[src/rtl/core/tpm_pkg.sv]
// Shared types and constants for the touch point mapper.
// No dependencies; imported by every module of the block.
`default_nettype none

package tpm_pkg;

   // Default panel and screen geometry.
   localparam int unsigned NativeWidthDef  = 320;
   localparam int unsigned NativeHeightDef = 480;
   localparam int unsigned ScreenWidthDef  = 480;
   localparam int unsigned ScreenHeightDef = 320;

   // Field widths.
   localparam int unsigned CoordWidth  = 9;
   localparam int unsigned RawWidth    = 12;
   localparam int unsigned LatchWidth  = 8;
   localparam int unsigned CsrData     = 32;
   localparam int unsigned CsrAddr     = 3;

   // Register map.
   localparam logic CsrIdxLatchPolls = 1'b0;
   localparam logic [LatchWidth-1:0] LatchPollsReset = 8'd5;

   // Point count limits taken from the low nibble of the status byte.
   localparam logic [3:0] PointCountMin = 4'd1;
   localparam logic [3:0] PointCountMax = 4'd2;

   // Mapped point for one poll.
   typedef struct packed {
      logic                  touched;
      logic [CoordWidth-1:0] x;
      logic [CoordWidth-1:0] y;
   } point_type;

endpackage

`default_nettype wire

[src/rtl/core/tpm_map.sv]
// Touch detection, clamping and landscape rotation of one poll word.
// Depends on tpm_pkg.
`default_nettype none

module tpm_map #(
   parameter int unsigned NATIVE_WIDTH  = tpm_pkg::NativeWidthDef,
   parameter int unsigned NATIVE_HEIGHT = tpm_pkg::NativeHeightDef,
   parameter int unsigned SCREEN_WIDTH  = tpm_pkg::ScreenWidthDef,
   parameter int unsigned SCREEN_HEIGHT = tpm_pkg::ScreenHeightDef
) (
   input  wire logic       device_present,
   input  wire logic       read_ok,
   input  wire logic [7:0] status_byte,
   input  wire logic [7:0] x_high,
   input  wire logic [7:0] x_low,
   input  wire logic [7:0] y_high,
   input  wire logic [7:0] y_low,
   output tpm_pkg::point_type point
);
   import tpm_pkg::*;

   localparam logic [RawWidth-1:0] NativeXMax = RawWidth'(NATIVE_WIDTH - 1);
   localparam logic [RawWidth-1:0] NativeYMax = RawWidth'(NATIVE_HEIGHT - 1);
   localparam logic [RawWidth-1:0] ScreenXMax = RawWidth'(SCREEN_WIDTH - 1);
   localparam logic [RawWidth-1:0] ScreenYMax = RawWidth'(SCREEN_HEIGHT - 1);

   logic [3:0]          count;
   logic [RawWidth-1:0] raw_x;
   logic [RawWidth-1:0] raw_y;
   logic [RawWidth-1:0] clamp_x;
   logic [RawWidth-1:0] clamp_y;
   logic [RawWidth-1:0] land_x;
   logic [RawWidth-1:0] land_y;

   always_comb begin
      count   = status_byte[3:0];
      raw_x   = {x_high[3:0], x_low};
      raw_y   = {y_high[3:0], y_low};
      clamp_x = (raw_x > NativeXMax) ? NativeXMax : raw_x;
      clamp_y = (raw_y > NativeYMax) ? NativeYMax : raw_y;
      // Portrait to landscape: x follows raw y, y runs against raw x.
      land_x  = (clamp_y > ScreenXMax) ? ScreenXMax : clamp_y;
      land_y  = NativeXMax - clamp_x;
      land_y  = (land_y > ScreenYMax) ? ScreenYMax : land_y;

      point.touched = device_present && read_ok &&
                      (count inside {[PointCountMin:PointCountMax]});
      point.x       = land_x[CoordWidth-1:0];
      point.y       = land_y[CoordWidth-1:0];
   end

endmodule

`default_nettype wire

[src/rtl/core/tpm_csr.sv]
// APB-style register file holding the press stretch length.
// Depends on tpm_pkg.
`default_nettype none

module tpm_csr (
   input  wire logic                            clock,
   input  wire logic                            reset,
   input  wire logic                            csr_psel,
   input  wire logic                            csr_penable,
   input  wire logic                            csr_pwrite,
   input  wire logic [tpm_pkg::CsrAddr-1:0]     csr_paddr,
   input  wire logic [tpm_pkg::CsrData-1:0]     csr_pwdata,
   output logic      [tpm_pkg::CsrData-1:0]     csr_prdata,
   output logic                                 csr_pready,
   output logic      [tpm_pkg::LatchWidth-1:0]  latch_polls
);
   import tpm_pkg::*;

   logic                  reg_index;
   logic                  write_en;
   logic [LatchWidth-1:0] latch_polls_ff;
   logic [LatchWidth-1:0] latch_polls_in;

   always_comb begin
      reg_index      = csr_paddr[CsrAddr-1];
      write_en       = csr_psel && csr_penable && csr_pwrite;
      latch_polls_in = latch_polls_ff;
      if (write_en && (reg_index == CsrIdxLatchPolls)) begin
         latch_polls_in = csr_pwdata[LatchWidth-1:0];
      end
      csr_prdata = '0;
      case (reg_index)
         CsrIdxLatchPolls: begin
            csr_prdata = CsrData'(latch_polls_ff);
         end
         default: begin
            csr_prdata = '0;
         end
      endcase
   end

   always_ff @(posedge clock) begin
      if (reset) begin
         latch_polls_ff <= LatchPollsReset;
      end else begin
         latch_polls_ff <= latch_polls_in;
      end
   end

   assign csr_pready  = 1'b1;
   assign latch_polls = latch_polls_ff;

endmodule

`default_nettype wire

[src/rtl/core/touch_point_mapper_with_press_latch.sv]
// Touch point mapper with press latch: top level.
// An accepted poll word passes stage one, then the result register; one word per cycle unless rsp_ready stalls.
// Stage one registers the poll word; stage two maps it, updates the press state and
// loads the result register. Reset clears the held point, the stretch counter, the press
// flag and both valid flags, and sets the stretch length to five polls.
// Depends on tpm_pkg, tpm_map and tpm_csr.
`default_nettype none

module touch_point_mapper_with_press_latch #(
   parameter int unsigned NATIVE_WIDTH  = tpm_pkg::NativeWidthDef,
   parameter int unsigned NATIVE_HEIGHT = tpm_pkg::NativeHeightDef,
   parameter int unsigned SCREEN_WIDTH  = tpm_pkg::ScreenWidthDef,
   parameter int unsigned SCREEN_HEIGHT = tpm_pkg::ScreenHeightDef
) (
   input  wire logic                               clock,
   input  wire logic                               reset,
   // Poll words in.
   input  wire logic                               req_valid,
   output logic                                    req_ready,
   input  wire logic                               req_device_present,
   input  wire logic                               req_read_ok,
   input  wire logic [7:0]                         req_status_byte,
   input  wire logic [7:0]                         req_x_high,
   input  wire logic [7:0]                         req_x_low,
   input  wire logic [7:0]                         req_y_high,
   input  wire logic [7:0]                         req_y_low,
   // Result words out.
   output logic                                    rsp_valid,
   input  wire logic                               rsp_ready,
   output logic                                    rsp_touch_pressed,
   output logic      [tpm_pkg::CoordWidth-1:0]     rsp_point_x,
   output logic      [tpm_pkg::CoordWidth-1:0]     rsp_point_y,
   output logic                                    rsp_click,
   // Configuration.
   input  wire logic                               csr_psel,
   input  wire logic                               csr_penable,
   input  wire logic                               csr_pwrite,
   input  wire logic [tpm_pkg::CsrAddr-1:0]        csr_paddr,
   input  wire logic [tpm_pkg::CsrData-1:0]        csr_pwdata,
   output logic      [tpm_pkg::CsrData-1:0]        csr_prdata,
   output logic                                    csr_pready
);
   import tpm_pkg::*;

   // Stage one: registered poll word.
   logic       s1_valid_ff, s1_valid_in;
   logic       s1_present_ff;
   logic       s1_ok_ff;
   logic [7:0] s1_status_ff;
   logic [7:0] s1_xh_ff, s1_xl_ff, s1_yh_ff, s1_yl_ff;

   // Press state carried from poll to poll.
   logic [CoordWidth-1:0] held_x_ff, held_x_in;
   logic [CoordWidth-1:0] held_y_ff, held_y_in;
   logic [LatchWidth-1:0] latch_count_ff, latch_count_in;
   logic                  press_seen_ff, press_seen_in;

   // Result register.
   logic                  rsp_valid_ff, rsp_valid_in;
   logic                  pressed_ff, pressed_in;
   logic                  click_ff, click_in;

   logic                  advance;
   logic                  take;
   logic [LatchWidth-1:0] latch_polls;
   point_type             point;

   tpm_csr u_csr (
      .clock       (clock),
      .reset       (reset),
      .csr_psel    (csr_psel),
      .csr_penable (csr_penable),
      .csr_pwrite  (csr_pwrite),
      .csr_paddr   (csr_paddr),
      .csr_pwdata  (csr_pwdata),
      .csr_prdata  (csr_prdata),
      .csr_pready  (csr_pready),
      .latch_polls (latch_polls)
   );

   tpm_map #(
      .NATIVE_WIDTH  (NATIVE_WIDTH),
      .NATIVE_HEIGHT (NATIVE_HEIGHT),
      .SCREEN_WIDTH  (SCREEN_WIDTH),
      .SCREEN_HEIGHT (SCREEN_HEIGHT)
   ) u_map (
      .device_present (s1_present_ff),
      .read_ok        (s1_ok_ff),
      .status_byte    (s1_status_ff),
      .x_high         (s1_xh_ff),
      .x_low          (s1_xl_ff),
      .y_high         (s1_yh_ff),
      .y_low          (s1_yl_ff),
      .point          (point)
   );

   // The word in stage one moves on whenever the result register is empty or being
   // drained. While a result waits, stage one can still take one word, and the input
   // stalls only once both registers are full.
   assign advance   = s1_valid_ff && (!rsp_valid_ff || rsp_ready);
   assign req_ready = !s1_valid_ff || advance;
   assign take      = req_valid && req_ready;

   always_comb begin
      s1_valid_in    = s1_valid_ff;
      rsp_valid_in   = rsp_valid_ff;
      held_x_in      = held_x_ff;
      held_y_in      = held_y_ff;
      latch_count_in = latch_count_ff;
      press_seen_in  = press_seen_ff;
      pressed_in     = pressed_ff;
      click_in       = 1'b0;

      if (take) begin
         s1_valid_in = 1'b1;
      end else if (advance) begin
         s1_valid_in = 1'b0;
      end

      if (advance) begin
         rsp_valid_in = 1'b1;
      end else if (rsp_ready) begin
         rsp_valid_in = 1'b0;
      end

      // A real touch takes the new point and restarts the stretch. An empty poll
      // either burns one stretch poll or ends the press.
      if (point.touched) begin
         held_x_in      = point.x;
         held_y_in      = point.y;
         latch_count_in = latch_polls;
         pressed_in     = 1'b1;
         press_seen_in  = 1'b1;
         click_in       = !press_seen_ff;
      end else if (latch_count_ff != '0) begin
         latch_count_in = latch_count_ff - 1'b1;
         pressed_in     = 1'b1;
      end else begin
         pressed_in     = 1'b0;
         press_seen_in  = 1'b0;
      end
   end

   always_ff @(posedge clock) begin
      if (reset) begin
         s1_valid_ff    <= 1'b0;
         rsp_valid_ff   <= 1'b0;
         held_x_ff      <= '0;
         held_y_ff      <= '0;
         latch_count_ff <= '0;
         press_seen_ff  <= 1'b0;
      end else begin
         s1_valid_ff  <= s1_valid_in;
         rsp_valid_ff <= rsp_valid_in;
         if (advance) begin
            held_x_ff      <= held_x_in;
            held_y_ff      <= held_y_in;
            latch_count_ff <= latch_count_in;
            press_seen_ff  <= press_seen_in;
         end
      end
   end

   // Payload registers carry no reset.
   always_ff @(posedge clock) begin
      if (take) begin
         s1_present_ff <= req_device_present;
         s1_ok_ff      <= req_read_ok;
         s1_status_ff  <= req_status_byte;
         s1_xh_ff      <= req_x_high;
         s1_xl_ff      <= req_x_low;
         s1_yh_ff      <= req_y_high;
         s1_yl_ff      <= req_y_low;
      end
      if (advance) begin
         pressed_ff <= pressed_in;
         click_ff   <= click_in;
      end
   end

   // The result word shows the point as held after this poll.
   assign rsp_valid         = rsp_valid_ff;
   assign rsp_touch_pressed = pressed_ff;
   assign rsp_point_x       = held_x_ff;
   assign rsp_point_y       = held_y_ff;
   assign rsp_click         = click_ff;

   // A pending stretch always belongs to a press that has begun.
   assert property (@(posedge clock) disable iff (reset)
      (latch_count_ff != '0) |-> press_seen_ff)
      else $error("stretch counter running without a press");

   // A click is only ever reported together with a press.
   assert property (@(posedge clock) disable iff (reset)
      (rsp_valid_ff && click_ff) |-> pressed_ff)
      else $error("click without press");

   // After a click the press flag is set.
   assert property (@(posedge clock) disable iff (reset)
      (advance && click_in) |=> press_seen_ff)
      else $error("press flag not set after click");

   // A stalled stage one must not take a new word.
   assert property (@(posedge clock) disable iff (reset)
      (s1_valid_ff && !advance) |-> !req_ready)
      else $error("input taken while stage one is stalled");

endmodule

`default_nettype wire
[config.mk]
export PLATFORM = sky130hd
export DESIGN_NAME = touch_point_mapper_with_press_latch
export DESIGN_NICKNAME = d
export VERILOG_FILES = /design/src/rtl/core/tpm_pkg.sv /design/src/rtl/core/tpm_map.sv /design/src/rtl/core/tpm_csr.sv /design/src/rtl/core/touch_point_mapper_with_press_latch.sv
export SDC_FILE = /design/constraint.sdc
export NUM_CORES = 1
export LEC_CHECK = 0
export BUFFER_PORTS_ARGS = -buffer_cell sky130_fd_sc_hd__clkbuf_2
export CORE_UTILIZATION = 49
export DETAILED_ROUTE_END_ITERATION = 8
export HOLD_SLACK_MARGIN = 0.06
export PLACE_DENSITY_LB_ADDON = 0.1
export SLEW_MARGIN = 20
export SYNTH_ARGS = -nofsm -noshare
export SYNTH_HDL_FRONTEND = slang
export SYNTH_HIERARCHICAL = 1
export SYNTH_SLANG_ARGS = --single-unit
[constraint.sdc]
create_clock -name clock -period 2.85 [get_ports clock]
set_clock_uncertainty 0.1 [all_clocks]
set_input_delay 0.285 -clock clock [delete_from_list [all_inputs] [get_ports clock]]
set_output_delay 0.285 -clock clock [all_outputs]
set_load 0.02 [all_outputs]
==> results.sh <==
export IMPL_status="finished, final reports clean"
export IMPL_numCtsBuffers=9
export IMPL_routabilityCongestion=0.7412
export IMPL_die_w_um=82.22
export IMPL_start_kind="register"
export IMPL_crit_path_end_kind="register"
export IMPL_routed_wl_um=6600
export IMPL_slowest_delay_ns=0.60
export IMPL_cts_root_buffer="clkbuf_8"
export IMPL_clock_path_buffers=2
export IMPL_antenna_cells=0
export IMPL_placedInstanceArea_mm2=0.003476
export IMPL_p_per_area_mw_per_mm2=716.0
export IMPL_cp_slowest_cell="a311oi_4"
export IMPL_dieHeight_um=82.22
export IMPL_critPathMaxFanout=10
export IMPL_wl_per_cell_um=13.55
export IMPL_grt_max_degree=47
export IMPL_p_leak_uw=0.001605
export IMPL_via_per_inst=4.996
export IMPL_nFillCells=499
export IMPL_grt_pass1_wl_um=10380
export IMPL_grt_antenna_before_repair=0
export IMPL_clock_latency_ns=0.34
export IMPL_start_util=0.5202
export IMPL_netlist_instances=302
export IMPL_final_cell_area_mm2=0.003984
export IMPL_worstSetupPathType="reg -> reg"
export IMPL_layout_commonest_cell="clkbuf_2"
export IMPL_cts_max_level=3
export IMPL_ir_worst_vdd_mv=0.3879
export IMPL_arrival_ns=2.25
export IMPL_crit_path_cell_trace="xnor2_1, nor4_2, nor4_2, a311oi_4, o21ai_0, o2bb2ai_1"
export IMPL_clk_pin_slew_worst_paths_ns=0.07
export IMPL_finalSetupViolCount=0
export IMPL_synth_cell_area_mm2=0.003153
export IMPL_dr_pass1_iters=4
export IMPL_cp_num_buf_inv=0
export IMPL_die_area_mm2=0.006759
export IMPL_drc=0
export IMPL_layout_nets=495
export IMPL_core_area_mm2=0.006061
export IMPL_final_cell_mix="clkbuf_2 (75), nand2_1 (48), dfxtp_1 (37)"
export IMPL_row_count=28
export IMPL_r2r_slack_ns=0.70
export IMPL_fin_crit_ns=2.146
export IMPL_tritoncts="yes"
export IMPL_grtUsageTotal=0.2117
export IMPL_required_ns=2.95
export IMPL_fmax_mhz=465.9
export IMPL_io_pins=139
export IMPL_hold_path_class="in -> reg"
export IMPL_rsz0062_at_grt="false"
export IMPL_final_layout_size_suffix_gt1_frac=0.2718
export IMPL_antenna_left=0
export IMPL_worst_pin_slew_ns=0.8679
export IMPL_period_share=0.7531
export IMPL_worst_path_most_repeated_cell="nor4_2"
export IMPL_hold_viol=0
export IMPL_power_uw=2853
export IMPL_tns_ns=0
export IMPL_drtIter0Drc=130
export IMPL_slew_violations=0
export IMPL_port_buffers=75
export IMPL_vias=2433
export IMPL_avgSynthCellArea_um2=10.44
export IMPL_relSlewSlack=0.4214
export IMPL_first_global_vias=2256
export IMPL_grt_overflow_total=0
export IMPL_hpwl_um=3963
export IMPL_cts_sinks=69
export IMPL_syn_to_final_growth_pct=26.35
export IMPL_fin_util=0.6573
export IMPL_drv_cap=0
export IMPL_critPathTopFamily="compound AO/OA/AOI/OAI gates"
export IMPL_ys_warn_count=6
-- per-stage QoR --
stage	worst slack (ns)	instances	hold WS, ns
after floorplan	0.7715	325	0.2839
after global placement	0.7659	440	0.3411
after detailed placement	0.7520	440	0.3459
after CTS	0.7052	487	0.06947
after global routing	0.5532	487	0.08307
final	0.7036	487	0.08460
-- layer usage --
layer / vias up / GRT usage / share of wire
met5: - / 0 / 0
met3: 16 / 0.04286 / 0.042
met2: 90 / 0.3579 / 0.50
li1: 1216 / - / -
met4: 0 / 0.1228 / 0.029
met1: 1111 / 0.2489 / 0.42
-- path summary, 6_finish.rpt --
path                         from              endpoint  cells past startpoint
setup / recovery  s1_status_ff[1]     latch_count_ff[5]                      6
hold reg to reg    rsp_point_x[1]        rsp_point_x[1]                      2
setup reg to reg  s1_status_ff[1]     latch_count_ff[5]                      6
hold / removal      csr_pwdata[3]  u_csr/latch_polls[3]                      3
-- flip-flops by register name (all words and copies together) (netlist names), 4 cells and up --
register,count
latch_count_ff,8
rsp_point_x,9
rsp_point_y,9
s1_status_ff,4
s1_xh_ff,4
s1_xl_ff,8
s1_yh_ff,4
s1_yl_ff,8
u_csr/latch_polls,8
-- area by class of cell --
| cell class | instances | area [um2] | area share |
|---|---|---|---|
| tap | 75 | 93.84 | 0.02356 |
| inverter | 4 | 15.01 | 0.003769 |
| clock buffer | 9 | 123.9 | 0.03109 |
| sequential | 69 | 1702 | 0.4271 |
| clock inverter | 7 | 73.82 | 0.01853 |
| timing repair buffer | 111 | 723.2 | 0.1815 |
| multi-input combinational | 212 | 1252 | 0.3144 |
-- power by group --
group	switching [uW]	internal, uW	total, uW
sequential	82.8	1140	1220
clock	387	407	794
combinational	442	395	837
total	912	1940	2850
-- worst reg2reg max path, stage by stage (launching register included) --
cell and delay, ns:
edfxtp_1 0.39, xnor2_1 0.15, nor4_2 0.30, nor4_2 0.14, a311oi_4 0.60, o21ai_0 0.18, o2bb2ai_1 0.15
-- timing repair --
item                       4_1_cts  5_1_grt
setup buffers                    0        0
hold buffers                    31        0
setup endpoints to repair        0        0
hold endpoints to repair        31        0
resized for setup                0        0
Note: power is estimated with default switching activity, not from simulation.
